`config.mk`:
```
export PLATFORM = sky130hd
export DESIGN_NAME = hall_sensor_angle_decoder
export DESIGN_NICKNAME = d
export VERILOG_FILES = /design/src/hdl/hsad_pkg.sv /design/src/hdl/hall_sensor_angle_decoder.sv /design/src/hdl/hsad_cfg_regs.sv /design/src/hdl/hsad_decode.sv
export SDC_FILE = /design/constraint.sdc
export NUM_CORES = 1
export LEC_CHECK = 0
export BUFFER_PORTS_ARGS = -buffer_cell sky130_fd_sc_hd__buf_2
export CAP_MARGIN = 20
export CORE_ASPECT_RATIO = 0.5
export CORE_MARGIN = 4
export CORE_UTILIZATION = 55
export CTS_BUF_LIST = sky130_fd_sc_hd__clkbuf_2 sky130_fd_sc_hd__clkbuf_4 sky130_fd_sc_hd__clkbuf_8
export DETAILED_ROUTE_END_ITERATION = 8
export HOLD_SLACK_MARGIN = 0.1
export PLACE_DENSITY = 0.75
export SLEW_MARGIN = 10
export SYNTH_ARGS = -nofsm -noshare
export SYNTH_HDL_FRONTEND = slang
export SYNTH_SLANG_ARGS = --single-unit
```
`constraint.sdc`:
```
create_clock -name aclk -period 5.9 [get_ports aclk]
set_clock_uncertainty 0.05 [all_clocks]
set_input_delay 0 -clock aclk [delete_from_list [all_inputs] [get_ports aclk]]
set_output_delay 0 -clock aclk [all_outputs]
set_load 0.01 [all_outputs]
```
`src/hdl/hsad_pkg.sv`:
```
// ----------------------------------------------------------------------------
// Hall sensor angle decoder package
// Shared types, codes and the six-step lookup tables of the Hall decoder.
// ----------------------------------------------------------------------------
`default_nettype none

package hsad_pkg;

    // Fraction bits of the mechanical angle, in degrees.
    localparam int ANGLE_FRAC_BITS = 10;

    // Reset value of the mechanical step: 60 degrees, saturated to 16 bits.
    localparam longint MECH_STEP_FULL  = 60 * (64'sd1 <<< ANGLE_FRAC_BITS);
    localparam logic [15:0] MECH_STEP_RESET =
        (MECH_STEP_FULL > 65535) ? 16'hFFFF : MECH_STEP_FULL[15:0];

    // Configuration register indexes.
    localparam logic [1:0] CFG_SWAP_BC      = 2'd0;
    localparam logic [1:0] CFG_ANGLE_OFFSET = 2'd1;
    localparam logic [1:0] CFG_MECH_STEP    = 2'd2;

    // Result status codes.
    typedef enum logic [1:0] {
        ST_UPDATED = 2'd0,
        ST_INVALID = 2'd1,
        ST_ILLEGAL = 2'd2
    } status_t;

    // Step direction codes (two-bit signed).
    localparam logic signed [1:0] DIR_NONE = 2'sb00;
    localparam logic signed [1:0] DIR_CW   = 2'sb01;
    localparam logic signed [1:0] DIR_CCW  = 2'sb11;

    // Configuration register file contents.
    typedef struct packed {
        logic               swap_bc;
        logic signed [15:0] angle_offset;
        logic        [15:0] mech_step;
    } cfg_t;

    // Decoder state carried from one capture to the next.
    typedef struct packed {
        logic        [2:0]  prev_pattern;
        logic        [2:0]  curr_pattern;
        logic               first_capture;
        logic signed [17:0] elec_angle;
        logic        [8:0]  elec_degrees;
        logic        [2:0]  sector;
        logic signed [31:0] mech_angle;
    } state_t;

    // One result word.
    typedef struct packed {
        status_t            status;
        logic        [2:0]  hall_state;
        logic signed [17:0] elec_angle;
        logic        [8:0]  elec_degrees;
        logic        [2:0]  elec_sector;
        logic signed [31:0] mech_angle;
        logic signed [1:0]  step_dir;
    } result_t;

    // Pattern that follows p when the rotor turns clockwise.
    function automatic logic [2:0] next_cw(input logic [2:0] p);
        logic [2:0] r;
        case (p)
            3'd1:    r = 3'd5;
            3'd2:    r = 3'd3;
            3'd3:    r = 3'd1;
            3'd4:    r = 3'd6;
            3'd5:    r = 3'd4;
            3'd6:    r = 3'd2;
            default: r = 3'd0;
        endcase
        return r;
    endfunction

    // Pattern that follows p when the rotor turns counter-clockwise.
    function automatic logic [2:0] next_ccw(input logic [2:0] p);
        logic [2:0] r;
        case (p)
            3'd1:    r = 3'd3;
            3'd2:    r = 3'd6;
            3'd3:    r = 3'd2;
            3'd4:    r = 3'd5;
            3'd5:    r = 3'd1;
            3'd6:    r = 3'd4;
            default: r = 3'd0;
        endcase
        return r;
    endfunction

    // Sector number of a pattern.
    function automatic logic [2:0] sector_of(input logic [2:0] p);
        logic [2:0] r;
        case (p)
            3'd1:    r = 3'd4;
            3'd2:    r = 3'd2;
            3'd3:    r = 3'd3;
            3'd5:    r = 3'd5;
            3'd6:    r = 3'd1;
            default: r = 3'd0;
        endcase
        return r;
    endfunction

    // Sector centre angle, 65536 units per turn.
    function automatic logic [16:0] angle_of(input logic [2:0] p);
        logic [16:0] r;
        case (p)
            3'd1:    r = 17'd43690;
            3'd2:    r = 17'd21845;
            3'd3:    r = 17'd32768;
            3'd5:    r = 17'd54613;
            3'd6:    r = 17'd10922;
            default: r = 17'd0;
        endcase
        return r;
    endfunction

    // Sector centre angle in whole degrees.
    function automatic logic [8:0] degrees_of(input logic [2:0] p);
        logic [8:0] r;
        case (p)
            3'd1:    r = 9'd240;
            3'd2:    r = 9'd120;
            3'd3:    r = 9'd180;
            3'd5:    r = 9'd300;
            3'd6:    r = 9'd60;
            default: r = 9'd0;
        endcase
        return r;
    endfunction

endpackage

`default_nettype wire

```
`src/hdl/hall_sensor_angle_decoder.sv`:
```
// ----------------------------------------------------------------------------
// Hall sensor angle decoder
// Six-step BLDC Hall decoder: electrical sector and angle, mechanical angle.
// ----------------------------------------------------------------------------
// The decoder takes one Hall capture per word and returns one result word for
// each. It accepts a word every clock cycle unless a held result stalls the
// input register; a result word is offered once the decode step that updates
// the state has moved its capture from the input register into the result
// register. Both registers pass words on while the far side stalls only as far
// as space allows, so a held result does not block the next capture from
// entering the input register. Configuration writes take effect on the next
// edge; the user must make them while no capture is in flight, which the
// block itself does not enforce.
`default_nettype none

module hall_sensor_angle_decoder
    import hsad_pkg::*;
(
    input  wire logic        aclk,
    input  wire logic        aresetn,
    // Configuration write port
    input  wire logic        cfg_we,
    input  wire logic [1:0]  cfg_addr,
    input  wire logic [15:0] cfg_wdata,
    // Capture input
    input  wire logic        s_tvalid,
    output logic             s_tready,
    input  wire logic [7:0]  s_tdata,   // [2:0] hall_bits, [7:3] zero
    // Result output
    output logic             m_tvalid,
    input  wire logic        m_tready,
    output logic [71:0]      m_tdata,   // [2:0] hall_state, [20:3] elec_angle,
                                        // [29:21] elec_degrees, [32:30] elec_sector,
                                        // [64:33] mech_angle, [66:65] step_dir,
                                        // [71:67] zero
    output logic [1:0]       m_tuser    // [1:0] status
);

    cfg_t    cfg;
    state_t  state_reg;
    state_t  state_next;
    state_t  dec_state;
    result_t dec_result;
    result_t res_reg;
    logic    in_valid_reg;
    logic    in_valid_next;
    logic [2:0] in_bits_reg;
    logic    out_valid_reg;
    logic    out_valid_next;
    logic    s_fire;
    logic    dec_ready;
    logic    dec_fire;

    hsad_cfg_regs u_cfg (
        .aclk      (aclk),
        .aresetn   (aresetn),
        .cfg_we    (cfg_we),
        .cfg_addr  (cfg_addr),
        .cfg_wdata (cfg_wdata),
        .cfg       (cfg)
    );

    hsad_decode u_decode (
        .cfg        (cfg),
        .state      (state_reg),
        .hall_bits  (in_bits_reg),
        .state_next (dec_state),
        .result     (dec_result)
    );

    // Handshake between the input register, decode step and result register.
    assign dec_ready = !out_valid_reg || m_tready;
    assign dec_fire  = in_valid_reg && dec_ready;
    assign s_tready  = !in_valid_reg || dec_ready;
    assign s_fire    = s_tvalid && s_tready;

    always_comb begin
        in_valid_next = in_valid_reg;
        if (s_fire) begin
            in_valid_next = 1'b1;
        end else if (dec_fire) begin
            in_valid_next = 1'b0;
        end

        out_valid_next = out_valid_reg;
        if (dec_fire) begin
            out_valid_next = 1'b1;
        end else if (m_tready) begin
            out_valid_next = 1'b0;
        end

        state_next = dec_fire ? dec_state : state_reg;
    end

    // Control and decoder state.
    always_ff @(posedge aclk) begin
        if (!aresetn) begin
            in_valid_reg            <= 1'b0;
            out_valid_reg           <= 1'b0;
            state_reg.prev_pattern  <= 3'd0;
            state_reg.curr_pattern  <= 3'd0;
            state_reg.first_capture <= 1'b1;
            state_reg.elec_angle    <= 18'sd0;
            state_reg.elec_degrees  <= 9'd0;
            state_reg.sector        <= 3'd0;
            state_reg.mech_angle    <= 32'sd0;
        end else begin
            in_valid_reg  <= in_valid_next;
            out_valid_reg <= out_valid_next;
            state_reg     <= state_next;
        end
    end

    // Payload registers.
    always_ff @(posedge aclk) begin
        if (s_fire) begin
            in_bits_reg <= s_tdata[2:0];
        end
        if (dec_fire) begin
            res_reg <= dec_result;
        end
    end

    assign m_tvalid = out_valid_reg;
    assign m_tuser  = res_reg.status;
    assign m_tdata  = {5'd0, res_reg.step_dir, res_reg.mech_angle, res_reg.elec_sector,
                       res_reg.elec_degrees, res_reg.elec_angle, res_reg.hall_state};

    // An invalid pattern leaves the decoder state untouched.
    assert property (@(posedge aclk) disable iff (!aresetn)
        dec_fire && dec_result.status == ST_INVALID |=> $stable(state_reg))
        else $error("state changed on an invalid Hall pattern");

    // Once primed, the stored pattern is always a legal Hall code.
    assert property (@(posedge aclk) disable iff (!aresetn)
        !state_reg.first_capture |-> state_reg.curr_pattern != 3'd0
                                  && state_reg.curr_pattern != 3'd7)
        else $error("stored Hall pattern is 0 or 7");

    // A step direction is only reported with a successful update.
    assert property (@(posedge aclk) disable iff (!aresetn)
        m_tvalid |-> res_reg.step_dir == DIR_NONE || res_reg.status == ST_UPDATED)
        else $error("step direction reported without an update");

    // With the result register empty, the input is always ready for a new capture.
    assert property (@(posedge aclk) disable iff (!aresetn)
        !out_valid_reg |-> s_tready)
        else $error("input stalled while the result register is empty");

endmodule

`default_nettype wire

```
`src/hdl/hsad_cfg_regs.sv`:
```
// ----------------------------------------------------------------------------
// Hall decoder configuration registers
// Write-only register file for the B/C swap, angle offset and mechanical step.
// ----------------------------------------------------------------------------
`default_nettype none

module hsad_cfg_regs
    import hsad_pkg::*;
(
    input  wire logic        aclk,
    input  wire logic        aresetn,
    input  wire logic        cfg_we,
    input  wire logic [1:0]  cfg_addr,
    input  wire logic [15:0] cfg_wdata,
    output cfg_t             cfg
);

    cfg_t cfg_reg;
    cfg_t cfg_next;

    // Decode the write; an index beyond the list changes nothing.
    always_comb begin
        cfg_next = cfg_reg;
        if (cfg_we) begin
            case (cfg_addr)
                CFG_SWAP_BC:      cfg_next.swap_bc      = cfg_wdata[0];
                CFG_ANGLE_OFFSET: cfg_next.angle_offset = $signed(cfg_wdata);
                CFG_MECH_STEP:    cfg_next.mech_step    = cfg_wdata;
                default:          cfg_next = cfg_reg;
            endcase
        end
    end

    always_ff @(posedge aclk) begin
        if (!aresetn) begin
            cfg_reg.swap_bc      <= 1'b0;
            cfg_reg.angle_offset <= 16'sd0;
            cfg_reg.mech_step    <= MECH_STEP_RESET;
        end else begin
            cfg_reg <= cfg_next;
        end
    end

    assign cfg = cfg_reg;

endmodule

`default_nettype wire

```
`src/hdl/hsad_decode.sv`:
```
// ----------------------------------------------------------------------------
// Hall decoder step logic
// Pattern check, transition check, table lookup and saturating angle update.
// ----------------------------------------------------------------------------
`default_nettype none

module hsad_decode
    import hsad_pkg::*;
(
    input  wire cfg_t        cfg,
    input  wire state_t      state,
    input  wire logic [2:0]  hall_bits,
    output state_t           state_next,
    output result_t          result
);

    logic [2:0]         pat;
    logic               pat_bad;
    logic [2:0]         prev_new;
    logic signed [1:0]  dir;
    status_t            status;
    logic signed [33:0] delta;
    logic signed [33:0] mech_sum;
    logic signed [31:0] mech_sat;

    always_comb begin
        // Optional swap of bits B and C.
        pat     = cfg.swap_bc ? {hall_bits[1], hall_bits[2], hall_bits[0]} : hall_bits;
        pat_bad = (pat == 3'd0) || (pat == 3'd7);

        // The first valid capture primes both patterns.
        prev_new = state.first_capture ? pat : state.curr_pattern;

        // Classify the transition.
        dir    = DIR_NONE;
        status = ST_UPDATED;
        if (pat_bad) begin
            status = ST_INVALID;
        end else if (pat == prev_new) begin
            dir = DIR_NONE;
        end else if (pat == next_cw(prev_new)) begin
            dir = DIR_CW;
        end else if (pat == next_ccw(prev_new)) begin
            dir = DIR_CCW;
        end else begin
            status = ST_ILLEGAL;
        end

        // Mechanical angle step with saturation at the 32-bit limits.
        case (dir)
            DIR_CW:  delta = $signed({18'd0, cfg.mech_step});
            DIR_CCW: delta = -$signed({18'd0, cfg.mech_step});
            default: delta = 34'sd0;
        endcase
        mech_sum = $signed({{2{state.mech_angle[31]}}, state.mech_angle}) + delta;
        if (mech_sum[33:31] == 3'b000 || mech_sum[33:31] == 3'b111) begin
            mech_sat = mech_sum[31:0];
        end else if (mech_sum[33]) begin
            mech_sat = 32'sh8000_0000;
        end else begin
            mech_sat = 32'sh7FFF_FFFF;
        end

        // Next state: patterns move on any valid capture, angles only on success.
        state_next = state;
        if (!pat_bad) begin
            state_next.first_capture = 1'b0;
            state_next.prev_pattern  = prev_new;
            state_next.curr_pattern  = pat;
        end
        if (status == ST_UPDATED) begin
            state_next.elec_angle   = $signed({{2{cfg.angle_offset[15]}}, cfg.angle_offset})
                                    + $signed({1'b0, angle_of(pat)});
            state_next.elec_degrees = degrees_of(pat);
            state_next.sector       = sector_of(pat);
            state_next.mech_angle   = mech_sat;
        end

        // Result reflects the state after this capture.
        result.status       = status;
        result.hall_state   = state_next.curr_pattern;
        result.elec_angle   = state_next.elec_angle;
        result.elec_degrees = state_next.elec_degrees;
        result.elec_sector  = state_next.sector;
        result.mech_angle   = state_next.mech_angle;
        result.step_dir     = (status == ST_UPDATED) ? dir : DIR_NONE;
    end

endmodule

`default_nettype wire

```
* Word-level counts from Yosys, hierarchy flattened
Cells that the tools add are included.
** Word-level totals
- Word-level logic and storage cells :: 91
- Output and inout port bits :: 76
- Input port bits :: 31
- Register bits :: 173
** Cells by class
- Equality and inequality tests :: 20
- Multiplexer cells :: 30
- Reduce and logical (&&, ||, !) cells :: 18
- Bitwise operators :: 1
- Add/subtract/negate cells :: 3
** Operators with widths (number)
- 16-bit case mux with 5 select lines :: 1
- 34-bit case mux with 2 select lines :: 1
- 32-bit two-way mux :: 2
- 62-bit two-way mux :: 1
- 9-bit case mux with 5 select lines :: 1
- 3-bit case mux with 6 select lines :: 2
- 32-bit by 34-bit adder with 34-bit output :: 1
- 16-bit negation with 34-bit output :: 1
- 3-bit == test, second input constant :: 7
- 3-bit two-way mux :: 7
- 16-bit by 18-bit adder with 18-bit output :: 1
- 17-bit two-way mux :: 1
- 2-bit two-way mux :: 8
- 3-bit case mux with 5 select lines :: 1
- 3-bit by 2-bit == test with 1-bit output, second input constant :: 4
- 3-bit == test :: 3
- 2-bit AND reduction :: 4
- 3-bit by 1-bit == test with 1-bit output, second input constant :: 2
- 3-bit zero test :: 2
- 2-bit by 1-bit == test with 1-bit output, second input constant :: 2
- 2-bit == test, second input constant :: 2
- 2-bit zero test :: 2
- 1-bit logical OR :: 4
- 1-bit two-way mux :: 4
- other kinds (5) :: 8

* Logic depth before layout (Yosys ltp)
Gate-level depths: netlist of the first run.
- Word-level depth :: 22
- Depth in mapped cells :: 26
- Gate-level depth less buffers :: 20

* Hierarchy
From an unflattened synthesis of the first run, not the netlist that was laid out.
** Second synthesis, totals
- Cells, all modules :: 1258
- Area, all modules :: 11363.4 µm²
** By module, submodules not included
- hall_sensor_angle_decoder :: instances 1, cells an instance 387, sequential area each 3583.4 µm², area an instance 5033.6 µm²
- hsad_decode :: instances 1, cells an instance 739, sequential area each 0.0 µm², area an instance 5033.6 µm²
- hsad_cfg_regs :: instances 1, cells an instance 132, sequential area each 660.6 µm², area an instance 1296.2 µm²

* Worst setup path before layout of the first run
No wires, ideal clock.
- Path kind :: register -> register
- From :: reg state_reg[65] (netlist bit)
- To :: reg res_reg (netlist bit m_tdata[36]), data pin
- Stages on the path, launching flop included :: 23
- Path buffers :: 5
- Data required time :: 5710 ps
- Period minus slack after synthesis :: 5194 ps
- Arrival time :: 5003 ps
- Library setup time :: 140 ps
- Setup slack :: 706 ps
- Cells stage by stage :: dfxtp_1 > clkbuf_1 > or3b_1 > mux2i_1 > a32oi_1 > a31oi_1 > nor2b_1 > clkbuf_1 > clkbuf_1 > o41a_1 > ha_1 > a2111oi_2 > o221ai_1 > a22o_1 > a31oi_4 > o31a_2 > nor2b_1 > a221o_1 > a21o_4 > and2_4 > buf_6 > buf_12 > a21oi_2
** RTL lines
- start: declaration :: line hall_sensor_angle_decoder.sv:40 : state_t state_reg;
- start signal: assignment :: line hall_sensor_angle_decoder.sv:110 : state_reg <= state_next;
- end signal: assignment :: line hall_sensor_angle_decoder.sv:120 : res_reg <= dec_result;
- end: declaration :: line hall_sensor_angle_decoder.sv:44 : result_t res_reg;

==> impl_metrics.csv, run 1 <==
group,metric,value,unit
route,first_pass_iters,5,
setup_path,path_cells,"buf_4 -> mux2i_2 -> nand2_1 -> o31ai_1 -> o21ai_1 -> nor2_4 -> o21bai_2 -> buf_4 -> nor2_1 -> ha_1 -> inv_1 -> fa_1 -> nand2b_1 -> a21oi_1 -> o221a_2 -> and3_1 -> or2_0 -> o21ai_2 -> a221o_1 -> a21o_4 -> and2_4 -> a22oi_1",
sta,worst_pin_slew,941,ps
sta,finalCritPeriodShare,94.7,%
setup_path,cp_top_family,"compound AO/OA/AOI/OAI gates",
floorplanning,io_pins,107,
finish,multi_input_area,5850,µm²
clock_network,htreeDepth,4,
yosys,synth_area,10500,µm²
yosys,ys_ff_latch,173,
finish,diodes,0,
floorplanning,fp.coreArea,18500,µm²
sta,setup_violations,0,
route,vias,9085,
placement,place_ws,213,ps
setup_path,cp-end-kind,"register",
yosys,ys_warn_count,0,
clock_network,numCtsBuffers,17,
setup_path,cp_max_fo,14,
setup_path,r2r-end,"m_tdata[34]",
yosys,yosys-top-cells-count,"nand2_1, nor2_1, dfxtp_1",
yosys,synth_cell_types,93,
sta,grt_setup_unrepaired,"no",
power_and_ir_drop,p_per_area,260,nW/µm²
yosys,synth.avg_cell_area,8.72,µm²
finish,area.sequential,4190,µm²
sta,max_freq,179,MHz
placement,io_buffers,96,
sta,min_period,5580,ps
power_and_ir_drop,ir_drop,0.150,mV
global_routing,grt_max_degree,105,
global_routing,track_usage,24.7,%
sta,relSlewSlack,37.3,%
floorplanning,row_count,35,
clock_network,cts_tree,"built",
finish,area_delta_synth_final,13.9,%
finish,fin_nets,1393,
setup_path,critPathLaunch,"in_bits_reg[2]",
finish,final_layout_size_suffix_gt1_share,17.0,%
yosys,ys_async_sr_fraction,0,%
floorplanning,die_h,106,µm
yosys,synth_edf_count,72,
setup_path,cp.depth,22,
global_routing,grt_pass1_vias,8690,
setup_path,arrival,5780,ps
setup_path,regToRegSetupSlack,320,ps
min_path,hp-class,"in -> reg",
floorplanning,die-area,21400,µm²
placement,dp_hpwl,18.0,mm
yosys,synth_cells,1201,
clock_network,clockBufferDepth,2,
clock_network,clk-insertion-delay-late,470,ps
sta,finalHoldViolCount,0,
sta,tns,0,ps
outcome,outcome,"finished clean",
sta,layout_setup_ws,315,ps
global_routing,grt-ovfl-total,0,
global_routing,grt_pass1_wl,43.8,mm
route,routed_wl,26.6,mm
setup_path,crit_end,"m_tdata[34]",
yosys,ys_seq_area_share,40.0,%
yosys,yosys.area.top_type,"edfxtp_1",
setup_path,cpMostUsedCell,"buf_4",
route,drc,0,
setup_path,worstPathRequired,6090,ps
setup_path,startpoint_type,"register",
yosys,synthFlopType,"dfxtp_1",
yosys,synth_top_area_share,20.6,%
finish,largest_reg_flops,67,
setup_path,r2r_cells,22,
setup_path,path_class,"reg -> reg",
clock_network,cts-root-buf,"clkbuf_8",
route,ant_nets,0,
power_and_ir_drop,cellLeakagePower,4.93,nW
finish,fillerInstances,1524,
floorplanning,initial_core_util,56.5,%
setup_path,critPathBufInv,3,
clock_network,cts.clk_slew.worst_paths,100,ps
setup_path,slowest_delay,450,ps
route,viasPerCell,5.75,
global_routing,antenna_found_initial,0,
yosys,synth_area_leaders,"edfxtp_1, dfxtp_1, nand2_1",
run,drv_cap,0,
clock_network,cts.sinks,173,
setup_path,reg2reg_from,"in_bits_reg[2]",
setup_path,critical-path-slowest-cell,"edfxtp_1",
placement,gp_congestion,0.904,
route,drt_iter0_markers,589,
yosys,post-synth-top-count-cell,"nand2_1",
floorplanning,die_w,203,µm
sta,maxSlewViolCount,0,
route,wl_per_cell,16.9,µm
-- layer usage --
layer,track usage [%],wire [µm]
met1,34.8,12800
met2,40.2,12200
met3,3.66,1250
met4,6.20,388
met5,0,0
-- layout make-up --
| class | instances | area share, % |
|---|---|---|
| clock buffers | 19 | 2.14 |
| clock inverters | 13 | 1.28 |
| inverters | 24 | 0.797 |
| multi-input cells | 935 | 49.1 |
| flip-flops and latches | 173 | 35.1 |
| well taps | 259 | 2.72 |
| repair buffers | 157 | 8.88 |
-- worst reg2reg max path, cell delays in order, from the launching register on --
cell and delay (ps):
edfxtp_1 450, buf_4 200, mux2i_2 250, nand2_1 180, o31ai_1 380, o21ai_1 200
nor2_4 250, o21bai_2 200, buf_4 210, nor2_1 90, ha_1 210, inv_1 70
fa_1 380, nand2b_1 200, a21oi_1 220, o221a_2 270, and3_1 190, or2_0 160
o21ai_2 110, a221o_1 360, a21o_4 240, and2_4 240, a22oi_1 290
-- report_power, final --
part	switching (mW)	internal (mW)
Combinational	0.491	0.316
Sequential	0.0508	1.36
Clock	0.475	0.403
Total	1.02	2.08
-- cells by family (layout without fill, tap and decap cells) --
kind of cell,Yosys count,count (layout),synth area share (%)
buf+inv,97,213,4.50
compound gates,362,362,23.2
fa+ha+maj,54,54,6.59
other cells,1,5,0.0358
simple gates,449,449,19.8
mux,13,13,1.48
flops,173,173,40.0
xor+xnor,52,52,4.42
-- stage by stage --
step	cells	hold slack [ps]	instance area, µm²	power (mW)	util, %
5_1_grt	1580	194	11900	3.26	64.4
4_1_cts	1571	148	11800	3.10	63.8
2_1_floorplan	1205	48.9	10500	2.01	-
3_3_place_gp	1514	128	11200	2.19	60.2
6_report	1580	180	11900	3.10	64.4
3_5_place_dp	1514	130	11200	2.21	60.2
-- what timing repair did --
item                                   4_1_cts  5_1_grt
setup endpoints to repair                    0       62
hold buffers                                25        0
endpoints found under the hold margin       41        0
resized for setup                            0        6
buffers inserted                             0        8
-- placed cells by master (no fill, tap or decap), drive strengths merged, types with 5 or more instances in the layout --
master,synthesis,layout
a21boi,36,36
nand3b,9,9
and2b,6,6
nor3b,5,5
a21oi,108,108
ha,52,52
or2,5,5
conb,1,5
nor2,126,126
a31oi,9,9
o21bai,7,7
and2,11,11
clkbuf,45,19
xor2,25,25
dfxtp,101,101
nand2,181,181
inv,23,28
o211ai,8,8
a211oi,5,5
o31ai,5,5
o41a,7,7
nand2b,12,12
o21ai,96,96
nor2b,21,21
o21a,12,12
buf,28,132
edfxtp,72,72
and3,10,10
nor3,20,20
xnor2,27,27
nand3,22,22
mux2i,9,9
dlygate4sd3,0,25
a21o,18,18
-- worst min-delay path by stage --
| stage | from | end | slack (ps) | cells after the start |
|---|---|---|---|---|
| floorplan | s_tdata[0] | in_bits_reg[0] | 50 | 0 |
| global placement | s_tdata[0] | in_bits_reg[0] | 130 | 1 |
| detailed placement | s_tdata[0] | in_bits_reg[0] | 130 | 1 |
| CTS | aresetn | state_reg[62] | 150 | 3 |
| global route | s_tdata[0] | in_bits_reg[0] | 190 | 2 |
| finish | aresetn | state_reg[62] | 180 | 3 |
Power figures use the tool's default switching activity.
==> inputs of run 2 (changes only) <==
PLACE_DENSITY = 0.78   (was 0.75)
clock period = 5 ns   (was 5.9 ns; I/O delays follow)
==> run 2 against run 1 <==
  * The run now ends with negative setup slack left
  * Core utilization increased by 6.7 points
  * Hold slack got worse by 5.2 ps
  * Global-route usage up 1.1 points
  * Sequential power increased by 18%
  * Non-clock buffer count is 95 higher
  * Wire length grew 11%
  * Count of clock-buffer cells in the layout shrank 1
  * Setup slack worse by 330 ps
  * Critical endpoint is now m_tdata[57]
==> impl_metrics.csv, run 2 (same netlist as run 1, synthesis figures left out) <==
group,metric,value,unit
finish,area_delta_synth_final,25.7,%
setup_path,critPathBufInv,4,
sta,finalHoldViolCount,0,
floorplanning,row_count,35,
setup_path,startpoint_type,"register",
finish,fin_nets,1491,
finish,layout_common_cells,"nand2_1, nor2_1, buf_4",
placement,place_ws,-97.6,ps
global_routing,grt_pass1_vias,9001,
power_and_ir_drop,ir_drop,0.167,mV
global_routing,grt_max_degree,105,
power_and_ir_drop,intPower,2.51,mW
power_and_ir_drop,power.share.clock,25.0,%
sta,layout_setup_ws,-15.2,ps
clock_network,cts_tree,"built",
setup_path,arrival,5280,ps
finish,final_cells,1678,
sta,whs,175,ps
finish,largest_reg_flops,67,
setup_path,cp_top_family,"compound AO/OA/AOI/OAI gates",
floorplanning,io_pins,107,
placement,placed_area,11800,µm²
power_and_ir_drop,swShare,34.7,%
power_and_ir_drop,p_per_area,292,nW/µm²
clock_network,cts-root-buf,"clkbuf_8",
route,viasPerCell,5.81,
route,drc,0,
route,vias,9757,
setup_path,slowest_delay,440,ps
power_and_ir_drop,power_frac_seq,43.4,%
route,wl_per_cell,17.6,µm
power_and_ir_drop,combPwrFrac,31.5,%
floorplanning,initial_core_util,56.5,%
global_routing,track_usage,25.7,%
outcome,outcome,"complete, but fails checks",
clock_network,cts.clk_slew.worst_paths,100,ps
sta,min_period,5020,ps
route,ant_nets,0,
sta,grt_setup_unrepaired,"yes",
sta,setup_violations,5,
route,first_pass_iters,5,
setup_path,path_cells,"buf_6 -> buf_4 -> nor3_1 -> mux2i_2 -> a31oi_4 -> nor2b_4 -> buf_12 -> o41ai_1 -> xor2_1 -> nor2_1 -> ha_1 -> and2_1 -> a221o_1 -> a31o_4 -> a31oi_4 -> o31a_4 -> nand2_2 -> o221a_1 -> o21ai_4 -> buf_6 -> nand3b_1 -> a21oi_2",
run,drv_cap,0,
clock_network,numCtsBuffers,17,
sta,finalCritPeriodShare,100,%
outcome,violations,"negative setup slack",
floorplanning,die-area,21400,µm²
sta,maxSlewViolCount,0,
clock_network,htreeDepth,4,
placement,io_buffers,96,
global_routing,antenna_found_initial,0,
power_and_ir_drop,cellLeakagePower,5.52,nW
setup_path,cp_max_fo,11,
setup_path,worstPathRequired,5270,ps
floorplanning,die_h,106,µm
finish,final_layout_size_suffix_gt1_share,27.8,%
floorplanning,fp.coreArea,18500,µm²
sta,worst_pin_slew,934,ps
sta,max_freq,199,MHz
sta,relSlewSlack,37.7,%
floorplanning,die_w,203,µm
finish,finish.instance_area,13200,µm²
clock_network,cts.sinks,173,
finish,diodes,0,
setup_path,cp-end-kind,"register",
clock_network,clockBufferDepth,2,
min_path,hp-class,"in -> reg",
placement,dp_hpwl,19.3,mm
setup_path,critical-path-slowest-cell,"edfxtp_1",
route,drt_iter0_markers,621,
placement,gp_congestion,0.925,
route,routed_wl,29.5,mm
global_routing,grt_pass1_wl,45.4,mm
setup_path,path_class,"reg -> reg",
global_routing,grt-ovfl-total,0,
finish,final_common_cell,"nand2_1",
placement,place_inst,1598,
clock_network,clk-insertion-delay-late,470,ps
power_and_ir_drop,p_sw,1.33,mW
run 2: changes by cell type in the layout (fill, tap and decap cells not counted), moves of 4 or more:
| cell | before | now |
|---|---|---|
| buf_6 | 0 | 9 |
| nand2_1 | 181 | 173 |
| nor2_1 | 123 | 119 |
| nor2_2 | 2 | 6 |
| nand2_2 | 0 | 6 |
| buf_4 | 32 | 114 |
| a21oi_1 | 86 | 54 |
| a21oi_2 | 22 | 51 |
run 2: per-stage QoR:
stage,utilization (%),setup TNS [ps],power (mW)
3_3_place_gp,63.9,0,2.68
2_1_floorplan,-,0,2.37
5_1_grt,71.1,-11430,4.02
3_5_place_dp,63.9,-3690,2.72
6_report,71.1,-46.2,3.84
4_1_cts,67.8,0,3.70
run 2: power groups by stage:
stage          sequential (mW)  clock (mW)  combinational (mW)
2_1_floorplan             1.71           0               0.659
3_3_place_gp              1.69           0               0.991
3_5_place_dp              1.70           0                1.02
4_1_cts                   1.67       0.973                1.06
5_1_grt                   1.68        1.04                1.30
6_report                  1.67       0.962                1.21
run 2: area by class of cell:
type,instances,area (µm²)
multi-input combinational,938,6360
fill,1380,5360
sequential,173,4190
timing repair buffer,252,1830
tap,259,324
clock buffer,18,248
clock inverter,14,126
inverter,24,91.3
run 2: worst register-to-register path: cells and delay by family (launching register included):
kind | cells | cell delay, ps
simple gates | 6 | 1170
xor+xnor | 1 | 170
fa+ha+maj | 1 | 280
flops | 1 | 440
compound gates | 9 | 1920
buf+inv | 4 | 690
mux | 1 | 170
run 2: routing by layer:
metal  wire length (µm)  GRT usage [%]  vias to the layer above
li1                   -              -                     4692
met1              13300           36.3                     4651
met2              13500           41.1                      350
met3               1870           4.12                       64
met4                789           7.98                        0
met5                  0              0                        -
run 2: worst paths after layout:
| check | start | end | slack, ps | cells past startpoint |
|---|---|---|---|---|
| worst max-delay path | in_bits_reg[2] | m_tdata[57] | -20 | 22 |
| worst min-delay path | cfg_we | u_cfg.cfg[18] | 170 | 4 |
| worst max register to register | in_bits_reg[2] | m_tdata[57] | -20 | 22 |
| worst min register to register | state_reg[61] | state_reg[61] | 400 | 2 |
run 2: timing repair:
item,4_1_cts,5_1_grt
hold endpoints to repair,41,0
buffers inserted,7,11
pin swaps,9,40
endpoints found under the setup margin,59,64
gates cloned,1,5
gates resized for setup,14,103
hold buffers,24,0
==> inputs of run 3 (changes only) <==
ABC_CLOCK_PERIOD_IN_PS = 5000   (was not set)
CORE_UTILIZATION = 56   (was 55)
PLACE_DENSITY = 0.79   (was 0.78)
==> run 3 against run 2 <==
  * The flow still finishes with violations (negative setup slack)
  * Sequential power about the same
  * First-iteration DRC count is 8.7% higher
  * Global-route usage grew 0.77 points
  * Hold slack gained 0.86 ps
  * Flip-flop and latch count unchanged
  * Register-to-register slack worse by 110 ps
  * Highest routed layer unchanged
  * Final cell count decreased by 1.0%
  * Critical endpoint is now m_tdata[33]
==> impl_metrics.csv, run 3 (same netlist as run 1, synthesis figures left out) <==
group,metric,value,unit
outcome,outcome,"complete, but fails checks",
outcome,violations,"negative setup slack",
sta,layout_setup_ws,-125,ps
finish,diodes,0,
sta,grt_setup_unrepaired,"yes",
setup_path,startpoint_type,"register",
floorplanning,die_h,105,µm
route,routed_wl,30.2,mm
clock_network,cts.sinks,173,
route,first_pass_iters,5,
power_and_ir_drop,ir_drop,0.188,mV
sta,maxSlewViolCount,0,
sta,finalCritPeriodShare,102,%
power_and_ir_drop,cellLeakagePower,5.59,nW
global_routing,met3_usage,5.55,%
placement,io_buffers,96,
run,drv_cap,0,
setup_path,path_class,"reg -> reg",
setup_path,slowest_delay,510,ps
sta,min_period,5120,ps
sta,tns,-2880,ps
min_path,hold_start,"s_tdata[0]",
clock_network,clk-insertion-delay-late,480,ps
placement,place_inst,1580,
placement,gp_congestion,0.960,
route,vias,9939,
setup_path,path_cells,"buf_6 -> mux2i_4 -> a21oi_2 -> or3_4 -> a21oi_4 -> nor2_4 -> nor2b_4 -> buf_12 -> o31ai_1 -> xor2_1 -> nor2_1 -> ha_1 -> a21o_1 -> a31o_1 -> a22o_1 -> a31oi_4 -> o31a_4 -> nor2b_1 -> a221o_1 -> a21o_4 -> and2_4 -> buf_6 -> a21oi_2",
min_path,min_to,"in_bits_reg[0]",
min_path,hp-class,"in -> reg",
power_and_ir_drop,combPwrFrac,29.3,%
global_routing,met2_usage,42.5,%
clock_network,cts-root-buf,"clkbuf_8",
setup_path,cp-end-kind,"register",
setup_path,reg2reg_from,"in_bits_reg[2]",
finish,final_cells,1661,
clock_network,clockBufferDepth,2,
power_and_ir_drop,intPower,2.79,mW
global_routing,track_usage,26.5,%
setup_path,critical-path-slowest-cell,"edfxtp_1",
global_routing,antenna_found_initial,0,
route,ant_nets,0,
finish,final_layout_size_suffix_gt1_share,27.0,%
sta,finalHoldViolCount,0,
placement,place_ws,-144,ps
clock_network,numCtsBuffers,17,
clock_network,htreeDepth,4,
global_routing,grt_pass1_vias,9255,
finish,fillerInstances,1353,
sta,max_freq,195,MHz
finish,multi_input_area,6290,µm²
min_path,whs_path_depth,2,
setup_path,cp_max_fo,8,
floorplanning,io_pins,107,
route,wl_per_cell,18.2,µm
global_routing,grt-ovfl-total,0,
finish,layout_common_cells,"nand2_1, nor2_1, buf_4",
global_routing,grtUsageMet1,36.1,%
clock_network,cts.clk_slew.worst_paths,100,ps
power_and_ir_drop,swShare,32.2,%
setup_path,regToRegSetupSlack,-120,ps
global_routing,grt-busiest-layer,"met2",
setup_path,worstPathRequired,5290,ps
setup_path,r2r_cells,23,
sta,relSlewSlack,25.6,%
power_and_ir_drop,p_sw,1.32,mW
floorplanning,die-area,21100,µm²
power_and_ir_drop,power_frac_seq,40.6,%
route,viasPerCell,5.98,
setup_path,arrival,5410,ps
route,drt_iter0_markers,675,
global_routing,grt_max_degree,105,
power_and_ir_drop,power.share.clock,30.1,%
finish,largest_reg_flops,67,
finish,fin_nets,1493,
setup_path,r2r-end,"m_tdata[33]",
sta,setup_violations,43,
placement,dp_hpwl,19.2,mm
sta,worst_pin_slew,1110,ps
finish,area_delta_synth_final,26.3,%
floorplanning,fp.coreArea,18400,µm²
floorplanning,row_count,35,
clock_network,cts_tree,"built",
power_and_ir_drop,p_per_area,311,nW/µm²
floorplanning,initial_core_util,56.9,%
finish,final_common_cell,"nand2_1",
global_routing,grt_pass1_wl,46.3,mm
route,drc,0,
finish,area.sequential,4190,µm²
floorplanning,die_w,201,µm
run 3: cell types whose count changed in the layout (fill, tap and decap cells not counted), sizes merged, moves of 2 or more:
| cell | before | now |
|---|---|---|
| clkinv | 6 | 4 |
| dlygate4sd3 | 24 | 29 |
| bufinv | 0 | 6 |
| clkinvlp | 2 | 0 |
| buf | 227 | 224 |
run 3: critical path: cells and delay by family, from the launching register on:
kind                     cells  cell delay, ps
buffers and inverters        3             480
flip-flops                   1             510
AO/OA/AOI/OAI               11            2240
adder cells (fa/ha/maj)      1             290
multiplexers                 1             170
XOR/XNOR                     1             150
AND/OR/NAND/NOR              6            1080
run 3: layer usage:
| metal | part of all wire (%) | vias up |
|---|---|---|
| met2 | 47 | 453 |
| li1 | - | 4692 |
| met5 | 0 | - |
| met3 | 8.0 | 61 |
| met1 | 43 | 4733 |
| met4 | 2.1 | 0 |
run 3: what timing repair did:
| action | CTS | global route |
|---|---|---|
| endpoints found under the hold margin | 42 | 0 |
| pin swaps | 7 | 35 |
| resized for setup | 12 | 91 |
| setup buffers | 2 | 13 |
| hold buffers | 29 | 0 |
| endpoints found under the setup margin | 62 | 62 |
| gates cloned | 0 | 4 |
run 3: how the worst max path moves through the flow:
stage	startpoint	endpoint	slack [ps]	cells past startpoint
after global routing	state_reg[62]	m_tdata[33]	-270	22
after floorplan	state_reg[65]	m_tdata[36]	40	23
after detailed placement	u_cfg.cfg[32]	m_tdata[45]	-140	22
after CTS	in_bits_reg[1]	m_tdata[45]	-2	23
after global placement	in_bits_reg[1]	m_tdata[38]	-1	23
final	in_bits_reg[2]	m_tdata[33]	-120	23
run 3: layout make-up:
type | count | area share [%]
Tap cell | 240 | 2.27
Clock inverter | 15 | 1.92
Inverter | 24 | 0.690
Sequential cell | 173 | 31.7
Multi-Input combinational cell | 937 | 47.5
Timing Repair Buffer | 255 | 14.1
Clock buffer | 17 | 1.77
run 3: power groups by stage:
stage	clock network (mW)	registers (mW)	logic, mW
2_1_floorplan	0	1.71	0.659
3_3_place_gp	0	1.69	1.00
3_5_place_dp	0	1.70	1.03
4_1_cts	1.24	1.67	1.07
5_1_grt	1.31	1.68	1.30
6_report	1.24	1.67	1.21
run 3: per-stage QoR:
step / total power [mW] / util (%) / cell area (µm²) / hold slack [ps]
after detailed placement: 2.73 / 64.1 / 11800 / 134
after CTS: 3.98 / 68.7 / 12600 / 161
after global routing: 4.28 / 71.9 / 13200 / 175
after global placement: 2.70 / 64.1 / 11800 / 129
after floorplan: 2.37 / - / 10500 / 48.9
final: 4.11 / 71.9 / 13200 / 176
